`config.mk`:
```
export PLATFORM = sky130hd
export DESIGN_NAME = integer_parity_prime_test_top
export DESIGN_NICKNAME = d
export VERILOG_FILES = /design/src/sv/ipt_pkg.sv /design/src/sv/integer_parity_prime_test_top.sv /design/src/sv/ipt_ucode_rom.sv /design/src/sv/ipt_sequencer.sv /design/src/sv/ipt_datapath.sv
export SDC_FILE = /design/constraint.sdc
export NUM_CORES = 1
export LEC_CHECK = 0
export BUFFER_PORTS_ARGS = -buffer_cell sky130_fd_sc_hd__buf_4
export CAP_MARGIN = 5
export CORE_MARGIN = 3
export CORE_UTILIZATION = 58
export CTS_BUF_LIST = sky130_fd_sc_hd__clkbuf_8
export CTS_CLUSTER_SIZE = 14
export DETAILED_ROUTE_END_ITERATION = 12
export HOLD_SLACK_MARGIN = 0.15
export PLACE_DENSITY = 0.8
export SLEW_MARGIN = 20
export SYNTH_ARGS = -nofsm -noshare
export SYNTH_HDL_FRONTEND = slang
export SYNTH_SLANG_ARGS = --single-unit
```
`constraint.sdc`:
```
create_clock -name clk -period 4.1 [get_ports clk]
set_input_delay 0.41 -clock clk [delete_from_list [all_inputs] [get_ports clk]]
set_output_delay 0.41 -clock clk [all_outputs]
set_load 0.1 [all_outputs]
```
`src/sv/ipt_pkg.sv`:
```
// Shared types, microcode encoding and constants for the parity/prime test block.
package ipt_pkg;

    localparam int DATA_WIDTH_DEF = 32;
    localparam int UADDR_W        = 4;

    typedef logic [UADDR_W-1:0] uaddr_t;

    // Microcode step addresses
    localparam uaddr_t U_IDLE       = 4'd0;
    localparam uaddr_t U_CHECK      = 4'd1;
    localparam uaddr_t U_LOOP_TEST  = 4'd2;
    localparam uaddr_t U_DIV_INIT   = 4'd3;
    localparam uaddr_t U_DIV_STEP   = 4'd4;
    localparam uaddr_t U_REM_TEST   = 4'd5;
    localparam uaddr_t U_NEXT_DIV   = 4'd6;
    localparam uaddr_t U_DONE_PRIME = 4'd7;
    localparam uaddr_t U_DONE_NOT   = 4'd8;

    // Jump condition: jump to target when true, else fall through
    typedef enum logic [2:0] {
        C_NEVER,
        C_ALWAYS,
        C_NO_START,
        C_SMALL,
        C_SQ_GT,
        C_CNT_NZ,
        C_REM_ZERO
    } cond_t;

    typedef struct packed {
        cond_t  cond;
        uaddr_t target;
        logic   load;
        logic   div_init;
        logic   div_step;
        logic   next_div;
        logic   finish;
        logic   prime_val;
    } ctrl_word_t;

    typedef struct packed {
        logic start;
        logic below_two;
        logic sq_gt;
        logic cnt_nz;
        logic rem_zero;
    } status_t;

endpackage

```
`src/sv/integer_parity_prime_test_top.sv`:
```
// Top level of the parity / primality / equality classifier.
// A request is taken when start is high while busy is low. The result flags appear
// on is_even, is_odd, is_prime and is_equal for one cycle with done high; the
// receiver cannot stall them, and they are not repeated. A microcoded sequencer
// runs trial division with a bit-serial remainder unit that takes one bit of the
// number at a time for each trial divisor. Values below two, and values with the
// top bit set, finish without trial division; otherwise each trial divisor adds
// a full remainder pass.
// A new request can be taken in the cycle that done is shown.
module integer_parity_prime_test_top
    import ipt_pkg::*;
#(
    parameter int DATA_WIDTH = DATA_WIDTH_DEF
)
(
    input  logic                  clk,
    input  logic                  rst_n,
    input  logic                  start,
    output logic                  busy,
    input  logic [DATA_WIDTH-1:0] number,
    input  logic [DATA_WIDTH-1:0] other_value,
    output logic                  done,
    output logic                  is_even,
    output logic                  is_odd,
    output logic                  is_prime,
    output logic                  is_equal
);

    ctrl_word_t ctrl;
    status_t    status;

    ipt_sequencer u_seq (
        .clk    (clk),
        .rst_n  (rst_n),
        .status (status),
        .ctrl   (ctrl),
        .busy   (busy)
    );

    ipt_datapath #(
        .DATA_WIDTH (DATA_WIDTH)
    ) u_dp (
        .clk         (clk),
        .rst_n       (rst_n),
        .ctrl        (ctrl),
        .start       (start),
        .number      (number),
        .other_value (other_value),
        .status      (status),
        .done        (done),
        .is_even     (is_even),
        .is_odd      (is_odd),
        .is_prime    (is_prime),
        .is_equal    (is_equal)
    );

endmodule

```
`src/sv/ipt_ucode_rom.sv`:
```
// Microcode ROM: one control word per sequencer step.
module ipt_ucode_rom
    import ipt_pkg::*;
(
    input  uaddr_t     addr,
    output ctrl_word_t word
);

    always_comb
    begin
        word = '0;
        word.cond   = C_NEVER;
        word.target = U_IDLE;
        unique case (addr)
            U_IDLE:
            begin
                word.load   = 1'b1;
                word.cond   = C_NO_START;
                word.target = U_IDLE;
            end
            U_CHECK:
            begin
                word.cond   = C_SMALL;
                word.target = U_DONE_NOT;
            end
            U_LOOP_TEST:
            begin
                word.cond   = C_SQ_GT;
                word.target = U_DONE_PRIME;
            end
            U_DIV_INIT:
            begin
                word.div_init = 1'b1;
            end
            U_DIV_STEP:
            begin
                word.div_step = 1'b1;
                word.cond     = C_CNT_NZ;
                word.target   = U_DIV_STEP;
            end
            U_REM_TEST:
            begin
                word.cond   = C_REM_ZERO;
                word.target = U_DONE_NOT;
            end
            U_NEXT_DIV:
            begin
                word.next_div = 1'b1;
                word.cond     = C_ALWAYS;
                word.target   = U_LOOP_TEST;
            end
            U_DONE_PRIME:
            begin
                word.finish    = 1'b1;
                word.prime_val = 1'b1;
                word.cond      = C_ALWAYS;
                word.target    = U_IDLE;
            end
            U_DONE_NOT:
            begin
                word.finish = 1'b1;
                word.cond   = C_ALWAYS;
                word.target = U_IDLE;
            end
            default:
            begin
                word.cond   = C_ALWAYS;
                word.target = U_IDLE;
            end
        endcase
    end

endmodule

```
`src/sv/ipt_sequencer.sv`:
```
// Step counter with conditional jumps driven by the microcode ROM.
module ipt_sequencer
    import ipt_pkg::*;
(
    input  logic       clk,
    input  logic       rst_n,
    input  status_t    status,
    output ctrl_word_t ctrl,
    output logic       busy
);

    uaddr_t     upc_reg;
    uaddr_t     upc_next;
    ctrl_word_t rom_word;
    logic       take_jump;

    ipt_ucode_rom u_rom (
        .addr (upc_reg),
        .word (rom_word)
    );

    always_comb
    begin
        unique case (rom_word.cond)
            C_NEVER:    take_jump = 1'b0;
            C_ALWAYS:   take_jump = 1'b1;
            C_NO_START: take_jump = !status.start;
            C_SMALL:    take_jump = status.below_two;
            C_SQ_GT:    take_jump = status.sq_gt;
            C_CNT_NZ:   take_jump = status.cnt_nz;
            C_REM_ZERO: take_jump = status.rem_zero;
            default:    take_jump = 1'b0;
        endcase
        upc_next = take_jump ? rom_word.target : upc_reg + uaddr_t'(1);

        // a request is only loaded when it is actually taken
        ctrl      = rom_word;
        ctrl.load = rom_word.load & status.start;
    end

    assign busy = (upc_reg != U_IDLE);

    always_ff @(posedge clk or negedge rst_n)
    begin
        if (!rst_n)
            upc_reg <= U_IDLE;
        else
            upc_reg <= upc_next;
    end

endmodule

```
`src/sv/ipt_datapath.sv`:
```
// Datapath: operand hold, divisor/square tracking, bit-serial remainder, result flags.
module ipt_datapath
    import ipt_pkg::*;
#(
    parameter int DATA_WIDTH = DATA_WIDTH_DEF
)
(
    input  logic                  clk,
    input  logic                  rst_n,
    input  ctrl_word_t            ctrl,
    input  logic                  start,
    input  logic [DATA_WIDTH-1:0] number,
    input  logic [DATA_WIDTH-1:0] other_value,
    output status_t               status,
    output logic                  done,
    output logic                  is_even,
    output logic                  is_odd,
    output logic                  is_prime,
    output logic                  is_equal
);

    localparam int W  = DATA_WIDTH;
    localparam int CW = $clog2(W);

    logic [W-1:0]  num_reg;
    logic [W-1:0]  div_reg;
    logic [W-1:0]  sq_reg;
    logic [W-1:0]  rem_reg;
    logic [W-1:0]  rem_next;
    logic [CW-1:0] bit_reg;
    logic [W:0]    shifted;
    logic          odd_pend_reg;
    logic          eq_pend_reg;
    logic          done_reg;
    logic          even_out_reg;
    logic          odd_out_reg;
    logic          prime_out_reg;
    logic          eq_out_reg;

    // one restoring-division bit per cycle while div_step is set, MSB of the number first
    always_comb
    begin
        shifted = {rem_reg, num_reg[bit_reg]};
        if (shifted >= {1'b0, div_reg})
            rem_next = W'(shifted - {1'b0, div_reg});
        else
            rem_next = shifted[W-1:0];
    end

    always_comb
    begin
        status.start     = start;
        status.below_two = num_reg[W-1] | (num_reg < W'(2));
        status.sq_gt     = sq_reg > num_reg;
        status.cnt_nz    = (bit_reg != '0);
        status.rem_zero  = (rem_reg == '0);
    end

    always_ff @(posedge clk)
    begin
        if (ctrl.load)
        begin
            num_reg      <= number;
            odd_pend_reg <= number[0];
            eq_pend_reg  <= (number == other_value);
            div_reg      <= W'(2);
            sq_reg       <= W'(4);
        end
        if (ctrl.div_init)
        begin
            rem_reg <= '0;
            bit_reg <= CW'(W - 1);
        end
        if (ctrl.div_step)
        begin
            rem_reg <= rem_next;
            if (bit_reg != '0)
                bit_reg <= bit_reg - CW'(1);
        end
        if (ctrl.next_div)
        begin
            // (d+1)^2 = d^2 + 2d + 1
            div_reg <= div_reg + W'(1);
            sq_reg  <= sq_reg + {div_reg[W-2:0], 1'b1};
        end
        if (ctrl.finish)
        begin
            even_out_reg  <= !odd_pend_reg;
            odd_out_reg   <= odd_pend_reg;
            prime_out_reg <= ctrl.prime_val;
            eq_out_reg    <= eq_pend_reg;
        end
    end

    always_ff @(posedge clk or negedge rst_n)
    begin
        if (!rst_n)
            done_reg <= 1'b0;
        else
            done_reg <= ctrl.finish;
    end

    assign done     = done_reg;
    assign is_even  = even_out_reg;
    assign is_odd   = odd_out_reg;
    assign is_prime = prime_out_reg;
    assign is_equal = eq_out_reg;

endmodule

```
==> results of run 1 <==
-- power by group through the flow --
stage,clock (mW),combinational (mW),sequential (mW)
floorplan,0,4.11,2.50
global placement,0,5.24,2.62
global route,1.29,6.21,2.65
detailed placement,0,5.35,2.63
CTS,1.23,5.40,2.60
finish,1.21,5.61,2.61
-- cell families (layout without fill, tap and decap cells) --
logic type | count (synthesis) | count (layout)
xor+xnor | 115 | 115
compound gates | 247 | 247
simple gates | 379 | 379
fa+ha+maj | 102 | 102
mux | 33 | 33
flops | 143 | 143
buf+inv | 119 | 263
-- cells in the final DEF, fill, tap and decap left out, types with 7 or more instances in the layout --
cell type and count:
a211oi_1 15, a21o_1 41, a21oi_1 64, a31oi_1 8, and2_1 8, and3_1 10
buf_4 106, clkbuf_8 17, dlygate4sd3_1 33, edfxtp_1 133, ha_1 99, inv_1 89
mux2i_1 22, mux4_2 10, nand2_1 67, nand2b_1 7, nand3_1 31, nand4_1 26
nor2_1 147, nor3_1 25, nor4_1 29, o21ai_0 28, o21ai_1 12, o21bai_1 9
o22ai_1 9, xnor2_1 64, xor2_1 51
-- routing by layer --
metal,global-route usage [%],routed length [microns]
met1,33.9,11600
met2,46.3,13000
met3,5.29,1510
met4,9.02,889
met5,0,0
-- worst max-delay path by stage --
stage,start,end,slack [ns],cells after the start
after floorplan,u_dp.bit_reg[0],u_dp.rem_reg[24],0.03,16
after global placement,u_dp.bit_reg[0],u_dp.rem_reg[24],-0.12,16
after detailed placement,u_dp.bit_reg[0],u_dp.rem_reg[28],-0.24,17
after CTS,u_dp.bit_reg[0],u_dp.rem_reg[28],0.01,17
after global routing,u_dp.bit_reg[0],u_dp.rem_reg[24],-0.12,17
final,u_dp.bit_reg[0],u_dp.rem_reg[24],0.12,17
-- through the flow --
stage          hold WS (ns)  util, %
6_report              0.269     69.9
4_1_cts               0.243     69.4
5_1_grt               0.239     69.9
3_5_place_dp          0.213     65.2
3_3_place_gp          0.213     65.2
2_1_floorplan         0.114        -
-- what timing repair did --
item / 4_1_cts / 5_1_grt
endpoints found under the hold margin: 37 / 0
buffers inserted: 0 / 5
endpoints found under the setup margin: 29 / 13
pin swaps: 0 / 10
hold buffers: 33 / 0
resized for setup: 2 / 16
-- final cells by class --
type                       instances  share of cell area, %
clock inverter                    15                   1.46
clock buffer                      17                   1.83
multi-input combinational        876                   49.5
tap                              229                   2.24
inverter                          89                   2.61
sequential                       143                   33.0
timing repair buffer             142                   9.28
==> results by group, run 1 <==
Status
  • Run status: completed

Routing
  • Average via count per standard cell: 6.05
  • Wirelength, routed: 27100 microns
  • DRC: 0
  • Number of optimization iterations in the first detailed-route pass: 5
  • First DRT Iteration DRCs: 615
  • Wire length per cell after detailed routing: 17.9 microns
  • Number of vias in the routed layout: 9146
  • ANT nets after route: 0

Power and ir drop
  • Max VDD drop: 0.000486 V
  • Power density relative to cell area: 738 nW/um^2
  • Internal power: 5.25 mW
  • Combinational fraction of design power: 59.5%
  • Switching part of the total power: 44.3%
  • Static Leakage: 5.31 nW
  • Net Switching: 4.18 mW
  • Pwr Total: 9.43 mW
  • Sequential share of power: 27.6%
  • Clock Power Share: 12.8%

Placed design
  • Placed Cells incl. Taps: 1442
  • GPL Wtd Cong: 0.989
  • Setup slack at placement: -0.240 ns
  • Placed cell areas: 11900 sq um
  • Estimated wirelength of the detail-placed design: 20000 microns
  • Count of buffers inserted at the top-level ports: 72

CTS
  • Sink count of the clock tree: 143
  • Largest buffer count on any clock path: 2
  • TritonCTS Buffers: 17
  • Later-pin clock latency in the skew report: 0.47 ns
  • Clk pin slew, worst setup/hold paths: 0.09 ns
  • CTS tree: built
  • Total number of H-tree levels: 4
  • Cell at the root of the clock tree: clkbuf_8

Cells and area
  • Antenna cell count: 0
  • Layout cell share with drive strength beyond 1: 14.3%
  • Final non-filler cell total: 1511
  • Footprint of the multi-input gates: 6330 sq um
  • Synth-to-Final Area Change: 16.7%
  • Final non-filler cell area: 12800 sq um
  • Fillcell total: 1342
  • Area occupied by registers: 4220 sq um
  • Number of nets in the finished design: 1438

Logic synthesis
  • Async SR Flop Fraction: 3.50%
  • Yosys top cell by area: edfxtp_1
  • Fraction of the mapped netlist area in adder cells: 11.8%
  • Complex-gate fraction of the synthesized area: 15.6%
  • Syn Nets: 1307
  • Synth cell count leaders: 147 x nor2_1, 133 x edfxtp_1, 100 x ha_1
  • Cell with the most instances after synthesis: nor2_1
  • Combinational family with the most area after synthesis: simple AND/OR/NAND/NOR gates
  • XOR/XNOR Fraction of Synth Area: 9.20%
  • Post-Syn Area: 11000 sq um
  • Number of storage elements in the synthesis netlist: 143
  • Number of flops mapped to enable cells by yosys: 133
  • Simple-gate share of the synthesized area: 16.4%
  • Post-Syn Area per Cell: 9.62 sq um
  • Sequential cell area fraction in the yosys report: 38.5%
  • Synth unique cells: 77
  • Count of synthesis-stage warnings from yosys: 0
  • Top area cells in the synthesized netlist: edfxtp_1 36%, ha_1 11%, xnor2_1 5.1%
  • Gate count of the mapped netlist: 1138
  • Post-synth top flop: edfxtp_1
  • Portion of netlist area occupied by mux cells: 4.17%
  • Area share of the largest cell type after synthesis: 36.5%

Setup path
  • Slowest-stage cell, CP: mux4_2
  • WS Path Type: reg2reg
  • CP Buf/Inv Count: 3
  • Worst-path fanout max: 5
  • Reg2Reg Depth: 17
  • Required time of the critical path: 4.29 ns
  • Maximum single-stage delay on the critical path: 0.49 ns
  • Worst R2R Setup Slack: 0.12 ns
  • Crit Reg-Reg Startpoint: u_dp.bit_reg[0]
  • Cell type group with the largest total delay on the critical path: multiplexers
  • CP cell instances: buf_12 -> mux4_2 -> mux4_2 -> mux2i_1 -> buf_4 -> ha_4 -> inv_2 -> fa_2 -> a21o_1 -> nand2_1 -> o21ai_2 -> a211oi_2 -> o21ai_2 -> a2111oi_4 -> nor2_1 -> xnor2_1 -> o22ai_1
  • Data arrival time of the worst path: 4.17 ns
  • End of the worst register-to-register path: u_dp.rem_reg[24]
  • Category of the worst setup path launch point: flop
  • Endpoint kind of the worst setup timing path: flop

Timing
  • Post-route setup TNS: 0 ns
  • Final number of max-transition violations: 0
  • Total of endpoints with negative setup slack in the final report: 0
  • Shortest period the worst path allows: 3.98 ns
  • Max Clock Skew: 0.0154 ns
  • Part of the cycle the worst path needs: 97.1%
  • Unrepaired setup endpoints after global routing: yes
  • Final Hold Vio Count: 0
  • Final Worst Setup Slack: 0.117 ns
  • Maximum achievable frequency: 251 MHz
  • Max transition margin: 29.9%
  • Worst-Margin Slew: 1.05 ns

GRT
  • Global-route wire length before repair: 44000 microns
  • Final global-route overflow total: 0
  • Global router's overall resource usage: 26.8%
  • Initial antenna violation count: 0
  • Maximum number of pins on one net before global-route repair: 64
  • Via count of the first global-routing pass: 9093

Job
  • Max-capacitance violation count: 0

Die
  • Effective utilization at floorplan: 59.9%
  • Area of the die: 20600 sq um
  • Die X-Extent: 143 microns
  • Core Box Area: 18300 sq um
  • Die Span Y: 143 microns
  • IO Count: 73
  • Number of placement rows: 49

Hold path
  • Hold WC Path Type: in2async
Note: power is estimated with default switching activity, not from simulation.
==> run 2: changes to the inputs <==
==> constraint.sdc (replaced) <==
create_clock -name clk -period 3.3 [get_ports clk]
set_input_delay 0.33 -clock clk [delete_from_list [all_inputs] [get_ports clk]]
set_output_delay 0.33 -clock clk [all_outputs]
set_load 0.1 [all_outputs]
==> run 2 against run 1 <==
Effect of this change: the run now ends with negative setup slack left; clock-buffer cell count unchanged; first-iteration DRC count increased by 4.1%; final cell count increased by 3.6%; clock skew increased by 0.0050 ns; total power increased by 33%; critical path type unchanged; critical endpoint unchanged; largest power group unchanged; highest routed layer unchanged.
==> results by group, run 2 (synthesized netlist as in run 1, its figures left out) <==
Timing
  • Max transition margin: 53.3% (+23 points)
  • Maximum achievable frequency: 258 MHz (+2.9%)
  • Unrepaired setup endpoints after global routing: yes
  • Max Clock Skew: 0.0204 ns (+0.00497 ns)
  • Shortest period the worst path allows: 3.87 ns (-0.111 ns)
  • Final Hold Vio Count: 0 (unchanged)
  • Worst-Margin Slew: 0.698 ns (-0.349 ns)
  • Total of endpoints with negative setup slack in the final report: 32 (+32)
  • Post-route setup TNS: -15.40 ns (-15.40 ns)
  • Final Worst Setup Slack: -0.571 ns (-0.689 ns)
  • Final number of max-transition violations: 0 (unchanged)
  • Part of the cycle the worst path needs: 117% (+20 points)

Setup path
  • Worst R2R Setup Slack: -0.57 ns (-0.69 ns)
  • Crit Reg-Reg Startpoint: u_dp.bit_reg[0]
  • Reg2Reg Depth: 17 (unchanged)
  • Endpoint kind of the worst setup timing path: flop
  • Data arrival time of the worst path: 4.11 ns (-0.06 ns)
  • Crit path capture: u_dp.rem_reg[24]
  • Worst-path fanout max: 6 (+1)
  • Launching instance or port of the critical path: u_dp.bit_reg[0]
  • WS Path Type: reg2reg
  • Category of the worst setup path launch point: flop
  • Required time of the critical path: 3.54 ns (-0.75 ns)
  • End of the worst register-to-register path: u_dp.rem_reg[24]

Status
  • Failing checks: negative setup slack
  • Run status: complete, but fails checks

GRT
  • Maximum number of pins on one net before global-route repair: 34 (-47%)
  • Via count of the first global-routing pass: 9486 (+4.3%)
  • Global-route wire length before repair: 47700 microns (+8.3%)
  • Final global-route overflow total: 0 (unchanged)
  • Initial antenna violation count: 0 (unchanged)
  • Global router's overall resource usage: 29.4% (+2.6 points)

Hold path
  • Hold WC Path Type: in2async

Cells and area
  • Synth-to-Final Area Change: 21.9%
  • Final non-filler cell area: 13300 sq um (+4.4%)
  • Layout cell share with drive strength beyond 1: 19.5% (+5.2 points)
  • Finished Core Util: 73.0% (+3.1 points)
  • Antenna cell count: 0 (unchanged)
  • Most common library cell in the layout ignoring fill and taps: buf_4
  • Number of nets in the finished design: 1492 (+3.8%)
  • Final non-filler cell total: 1565 (+3.6%)
  • Commonest cells after routing, fill and taps aside: 147 x buf_4, 144 x nor2_1, 133 x edfxtp_1

Die
  • Effective utilization at floorplan: 59.9% (unchanged)
  • Die X-Extent: 143 microns (unchanged)
  • Number of placement rows: 49 (unchanged)
  • IO Count: 73 (unchanged)
  • Core Box Area: 18300 sq um (unchanged)
  • Area of the die: 20600 sq um (unchanged)
  • Die Span Y: 143 microns (unchanged)

Placed design
  • GPL Wtd Cong: 0.917 (-7.3%)
  • Count of buffers inserted at the top-level ports: 72 (unchanged)
  • Estimated wirelength of the detail-placed design: 21400 microns (+7.1%)
  • Placed Cells incl. Taps: 1483 (+2.8%)
  • Placed cell areas: 12300 sq um (+3.0%)

Power and ir drop
  • Power density relative to cell area: 937 nW/um^2 (+27%)
  • Pwr Total: 12.5 mW (+33%)
  • Static Leakage: 5.61 nW (+5.8%)
  • Max VDD drop: 0.000650 V (+34%)

Routing
  • First DRT Iteration DRCs: 640 (+4.1%)
  • Number of vias in the routed layout: 9474 (+3.6%)
  • Number of optimization iterations in the first detailed-route pass: 5 (unchanged)
  • DRC: 0 (unchanged)
  • Wire length per cell after detailed routing: 18.9 microns (+5.8%)
  • Wirelength, routed: 29600 microns (+9.6%)
  • Average via count per standard cell: 6.05 (about the same)
  • ANT nets after route: 0 (unchanged)

CTS
  • Clk pin slew, worst setup/hold paths: 0.10 ns (about the same)
  • Total number of H-tree levels: 4 (unchanged)
  • Later-pin clock latency in the skew report: 0.49 ns (+0.02 ns)
  • Largest buffer count on any clock path: 2 (unchanged)
  • TritonCTS Buffers: 17 (unchanged)
  • Sink count of the clock tree: 143 (unchanged)
  • Cell at the root of the clock tree: clkbuf_8
  • CTS tree: built

Job
  • Max-capacitance violation count: 0 (unchanged)
run 2: cell count changes in the layout (fill, tap and decap cells not counted), moves of 3 or more:
cell and change:
buf_4 +41, buf_6 +10, inv_8 +3, nor2_1 -3, nor2_4 +3, o21ai_1 -3
run 2: worst min path at each step:
stage	start	cells after the start	slack (ns)	end
after floorplan	rst_n	0	0.03	u_dp.done
after global placement	rst_n	1	0.13	u_dp.done
after detailed placement	rst_n	1	0.13	u_dp.done
after CTS	rst_n	2	0.15	u_dp.done
after global routing	rst_n	2	0.19	u_seq.upc_reg[1]
final	rst_n	2	0.17	u_seq.upc_reg[1]
run 2: area by class of cell:
type,instances,area [sq um]
multi-input combinational,877,6460
fill,1300,4930
sequential,143,4220
timing repair buffer,195,1650
inverter,89,334
tap,229,287
clock buffer,17,234
clock inverter,15,154
run 2: report_power, final:
part | total [mW] | switching [mW] | internal [mW]
sequential | 3.20 | 0.498 | 2.70
combinational | 7.87 | 4.31 | 3.56
clock | 1.43 | 0.807 | 0.622
total | 12.5 | 5.61 | 6.88
run 2: worst max-delay path: stages, from the launching register on:
cell and delay (ns):
dfxtp_4 0.42, buf_6 0.13, mux4_2 0.49, mux4_2 0.47, mux2i_1 0.13, buf_4 0.15
ha_4 0.13, inv_2 0.03, fa_2 0.33, a21o_1 0.17, nand2_1 0.08, o21ai_2 0.06
a211oi_2 0.24, o21ai_2 0.12, a2111oi_2 0.30, nor2_1 0.10, xnor2_1 0.17, o22ai_1 0.10
run 2: routing by layer:
metal	routed length (microns)	share of wire [%]	up-vias	track usage, %
li1	-	-	4547	-
met5	0	0	-	0
met4	1170	3.9	0	11.8
met3	1750	5.9	89	5.56
met2	14400	48	364	50.2
met1	12400	42	4474	37.0
run 2: through the flow:
| step | setup WS, ns | hold WS, ns |
|---|---|---|
| 4_1_cts | -0.564 | 0.153 |
| 2_1_floorplan | -0.572 | 0.0344 |
| 5_1_grt | -0.775 | 0.185 |
| 6_report | -0.571 | 0.172 |
| 3_3_place_gp | -0.692 | 0.134 |
| 3_5_place_dp | -0.748 | 0.134 |
run 2: repair_timing:
action	in CTS	in global routing
endpoints found under the setup margin	32	32
setup buffers	13	3
hold buffers	33	0
cloned	2	0
hold endpoints to repair	37	0
pin swaps	35	18
gates resized for setup	41	5
==> run 3: changes to the inputs <==
--- a/config.mk
+++ b/config.mk
@@ -8,12 +8,11 @@
 export BUFFER_PORTS_ARGS = -buffer_cell sky130_fd_sc_hd__buf_4
 export CAP_MARGIN = 5
 export CORE_MARGIN = 3
-export CORE_UTILIZATION = 58
-export CTS_BUF_LIST = sky130_fd_sc_hd__clkbuf_8
+export CORE_UTILIZATION = 56
 export CTS_CLUSTER_SIZE = 14
 export DETAILED_ROUTE_END_ITERATION = 12
 export HOLD_SLACK_MARGIN = 0.15
-export PLACE_DENSITY = 0.8
+export PLACE_DENSITY = 0.78
 export SLEW_MARGIN = 20
 export SYNTH_ARGS = -nofsm -noshare
 export SYNTH_HDL_FRONTEND = slang
==> run 3 against run 2 <==
Effect of this change: final cell count rose by 1.6%; design area rose by 1.8%; critical endpoint is now u_dp.rem_reg[1]; the flow still finishes with violations (negative setup slack); largest power group unchanged; combinational power fell by 0.6%; utilization fell by 1.3 points; critical path type unchanged; critical path depth did not move; largest cell class unchanged; non-clock buffer count fell by 5; global-route usage fell by 2.0 points; first-iteration DRC count rose by 2.7%.
==> results by group, run 3 (synthesized netlist as in run 1, its figures left out) <==
Status
  • Run status: complete, but fails checks
  • Failing checks: negative setup slack

Timing
  • Worst-Margin Slew: 0.856 ns (+0.158 ns)
  • Total of endpoints with negative setup slack in the final report: 32 (unchanged)
  • Unrepaired setup endpoints after global routing: yes
  • Post-route setup TNS: -16.46 ns (-1.06 ns)
  • Final Hold Vio Count: 0 (unchanged)
  • Maximum achievable frequency: 256 MHz (-0.71%)
  • Max Clock Skew: 0.0122 ns (-0.00814 ns)
  • Part of the cycle the worst path needs: 118% (+0.84 points)
  • Max transition margin: 42.7% (-11 points)
  • Final Worst Setup Slack: -0.599 ns (-0.0277 ns)
  • Shortest period the worst path allows: 3.90 ns (+0.0277 ns)
  • Final number of max-transition violations: 0 (unchanged)

Cells and area
  • Layout cell share with drive strength beyond 1: 19.4% (-0.063 points)
  • Number of nets in the finished design: 1486 (-0.40%)
  • Commonest cells after routing, fill and taps aside: 148 x buf_4, 143 x nor2_1, 133 x edfxtp_1
  • Most common library cell in the layout ignoring fill and taps: buf_4
  • Antenna cell count: 0 (unchanged)
  • Synth-to-Final Area Change: 24.1%

Setup path
  • Slowest-stage cell, CP: mux4_2
  • WS Path Type: reg2reg
  • Maximum single-stage delay on the critical path: 0.52 ns (+0.03 ns)
  • Reg2Reg Depth: 17 (unchanged)
  • Worst R2R Setup Slack: -0.60 ns (-0.03 ns)
  • Required time of the critical path: 3.47 ns (-0.07 ns)
  • Data arrival time of the worst path: 4.07 ns (-0.04 ns)
  • Launching instance or port of the critical path: u_dp.bit_reg[0]
  • End of the worst register-to-register path: u_dp.rem_reg[1]
  • Worst-path fanout max: 8 (+2)
  • Endpoint kind of the worst setup timing path: flop
  • CP cell instances: mux4_2 -> mux4_2 -> mux2i_1 -> buf_4 -> ha_4 -> buf_4 -> nor2b_4 -> o31a_1 -> o211ai_1 -> buf_4 -> a311oi_4 -> nor3_2 -> nor2_4 -> buf_6 -> buf_4 -> mux2i_1 -> nor2_1
  • Category of the worst setup path launch point: flop
  • Library cell appearing most often on the critical path: buf_4
  • Crit Reg-Reg Startpoint: u_dp.bit_reg[0]

CTS
  • CTS tree: built
  • Largest buffer count on any clock path: 2 (unchanged)
  • Clk pin slew, worst setup/hold paths: 0.06 ns (-0.04 ns)
  • Later-pin clock latency in the skew report: 0.43 ns (-0.06 ns)
  • Total number of H-tree levels: 4 (unchanged)
  • Sink count of the clock tree: 143 (unchanged)
  • TritonCTS Buffers: 17 (unchanged)
  • Cell at the root of the clock tree: clkbuf_16

Power and ir drop
  • Max VDD drop: 0.000881 V (+36%)
  • Power density relative to cell area: 966 nW/um^2 (+3.2%)
  • Pwr Total: 13.1 mW (+5.1%)
  • Static Leakage: 5.69 nW (+1.4%)

Die
  • Effective utilization at floorplan: 57.8% (-2.2 points)
  • IO Count: 73 (unchanged)
  • Die X-Extent: 146 microns (+1.7%)
  • Area of the die: 21300 sq um (+3.4%)
  • Core Box Area: 19000 sq um (+3.8%)
  • Number of placement rows: 50 (+2.0%)
  • Die Span Y: 146 microns (+1.7%)

Job
  • Max-capacitance violation count: 0 (unchanged)

GRT
  • Final global-route overflow total: 0 (unchanged)
  • Global router's overall resource usage: 27.5% (-2.0 points)
  • Global-route wire length before repair: 47500 microns (-0.39%)
  • Maximum number of pins on one net before global-route repair: 65 (+91%)
  • Via count of the first global-routing pass: 9544 (+0.61%)
  • Initial antenna violation count: 0 (unchanged)

Placed design
  • GPL Wtd Cong: 0.913 (-0.45%)
  • Estimated wirelength of the detail-placed design: 21000 microns (-1.6%)
  • Count of buffers inserted at the top-level ports: 72 (unchanged)

Routing
  • Number of optimization iterations in the first detailed-route pass: 5 (unchanged)
  • First DRT Iteration DRCs: 657 (+2.7%)
  • ANT nets after route: 0 (unchanged)
  • Number of vias in the routed layout: 9523 (+0.52%)
  • Wire length per cell after detailed routing: 18.6 microns (-2.0%)
  • DRC: 0 (unchanged)
  • Average via count per standard cell: 5.99 (-1.1%)
  • Wirelength, routed: 29500 microns (-0.39%)

Hold path
  • Hold WC Path Type: in2async
==> run 3: cell types whose count changed in the layout (fill, tap and decap cells not counted), sizes merged <==
cell	delta
buf	-4
bufinv	+3
clkbuf	+5
clkinvlp	-2
inv	-7
nor2	-1
==> run 3: through the flow <==
stage | area (sq um) | util [%] | hold slack, ns | setup WS, ns | std cells
after global placement | 12300 | 64.8 | 0.136 | -0.695 | 1509
after floorplan | 11000 | - | 0.0344 | -0.572 | 1138
after CTS | 13500 | 71.1 | 0.233 | -0.538 | 1585
after global routing | 13600 | 71.7 | 0.256 | -0.837 | 1590
final | 13600 | 71.7 | 0.231 | -0.599 | 1590
after detailed placement | 12300 | 64.8 | 0.137 | -0.795 | 1509
==> run 3: worst max-delay path, delay by kind of cell (launching register included) <==
kind | cells | cell delay, ns
buffers and inverters | 5 | 0.71
adder cells (fa/ha/maj) | 1 | 0.14
AND/OR/NAND/NOR | 4 | 0.42
multiplexers | 4 | 1.34
flip-flops | 1 | 0.44
AO/OA/AOI/OAI | 3 | 0.60
==> run 3: how the worst max path moves through the flow <==
stage / slack [ns] / end
after floorplan: -0.57 / u_dp.rem_reg[24]
after global placement: -0.70 / u_dp.rem_reg[24]
after detailed placement: -0.80 / u_dp.rem_reg[24]
after CTS: -0.54 / u_dp.rem_reg[24]
after global routing: -0.84 / u_dp.rem_reg[20]
final: -0.60 / u_dp.rem_reg[1]
==> run 3: repair_timing <==
action / in CTS / in global routing
gates resized for setup: 31 / 18
hold buffers: 33 / 0
endpoints found under the setup margin: 32 / 33
endpoints found under the hold margin: 37 / 0
pin swaps: 25 / 20
buffers inserted: 12 / 6
==> run 3: metal layers <==
metal | wire length [microns] | global-route usage, %
met1 | 12200 | 34.5
met2 | 14100 | 46.2
met3 | 1830 | 4.36
met4 | 1360 | 13.6
met5 | 0 | 0
==> run 3: final cells by class <==
cell class | count | area (sq um)
Clock buffer | 23 | 478
Timing Repair Buffer | 190 | 1570
Tap cell | 260 | 325
Inverter | 89 | 334
Clock inverter | 9 | 155
Sequential cell | 143 | 4220
Multi-Input combinational cell | 876 | 6510
Fill cell | 1325 | 5370
==> run 3: power by group <==
part	internal, mW	switching, mW	leakage [nW]
clock	1.33	0.770	0.308
sequential	2.70	0.509	1.36
combinational	3.50	4.32	4.02
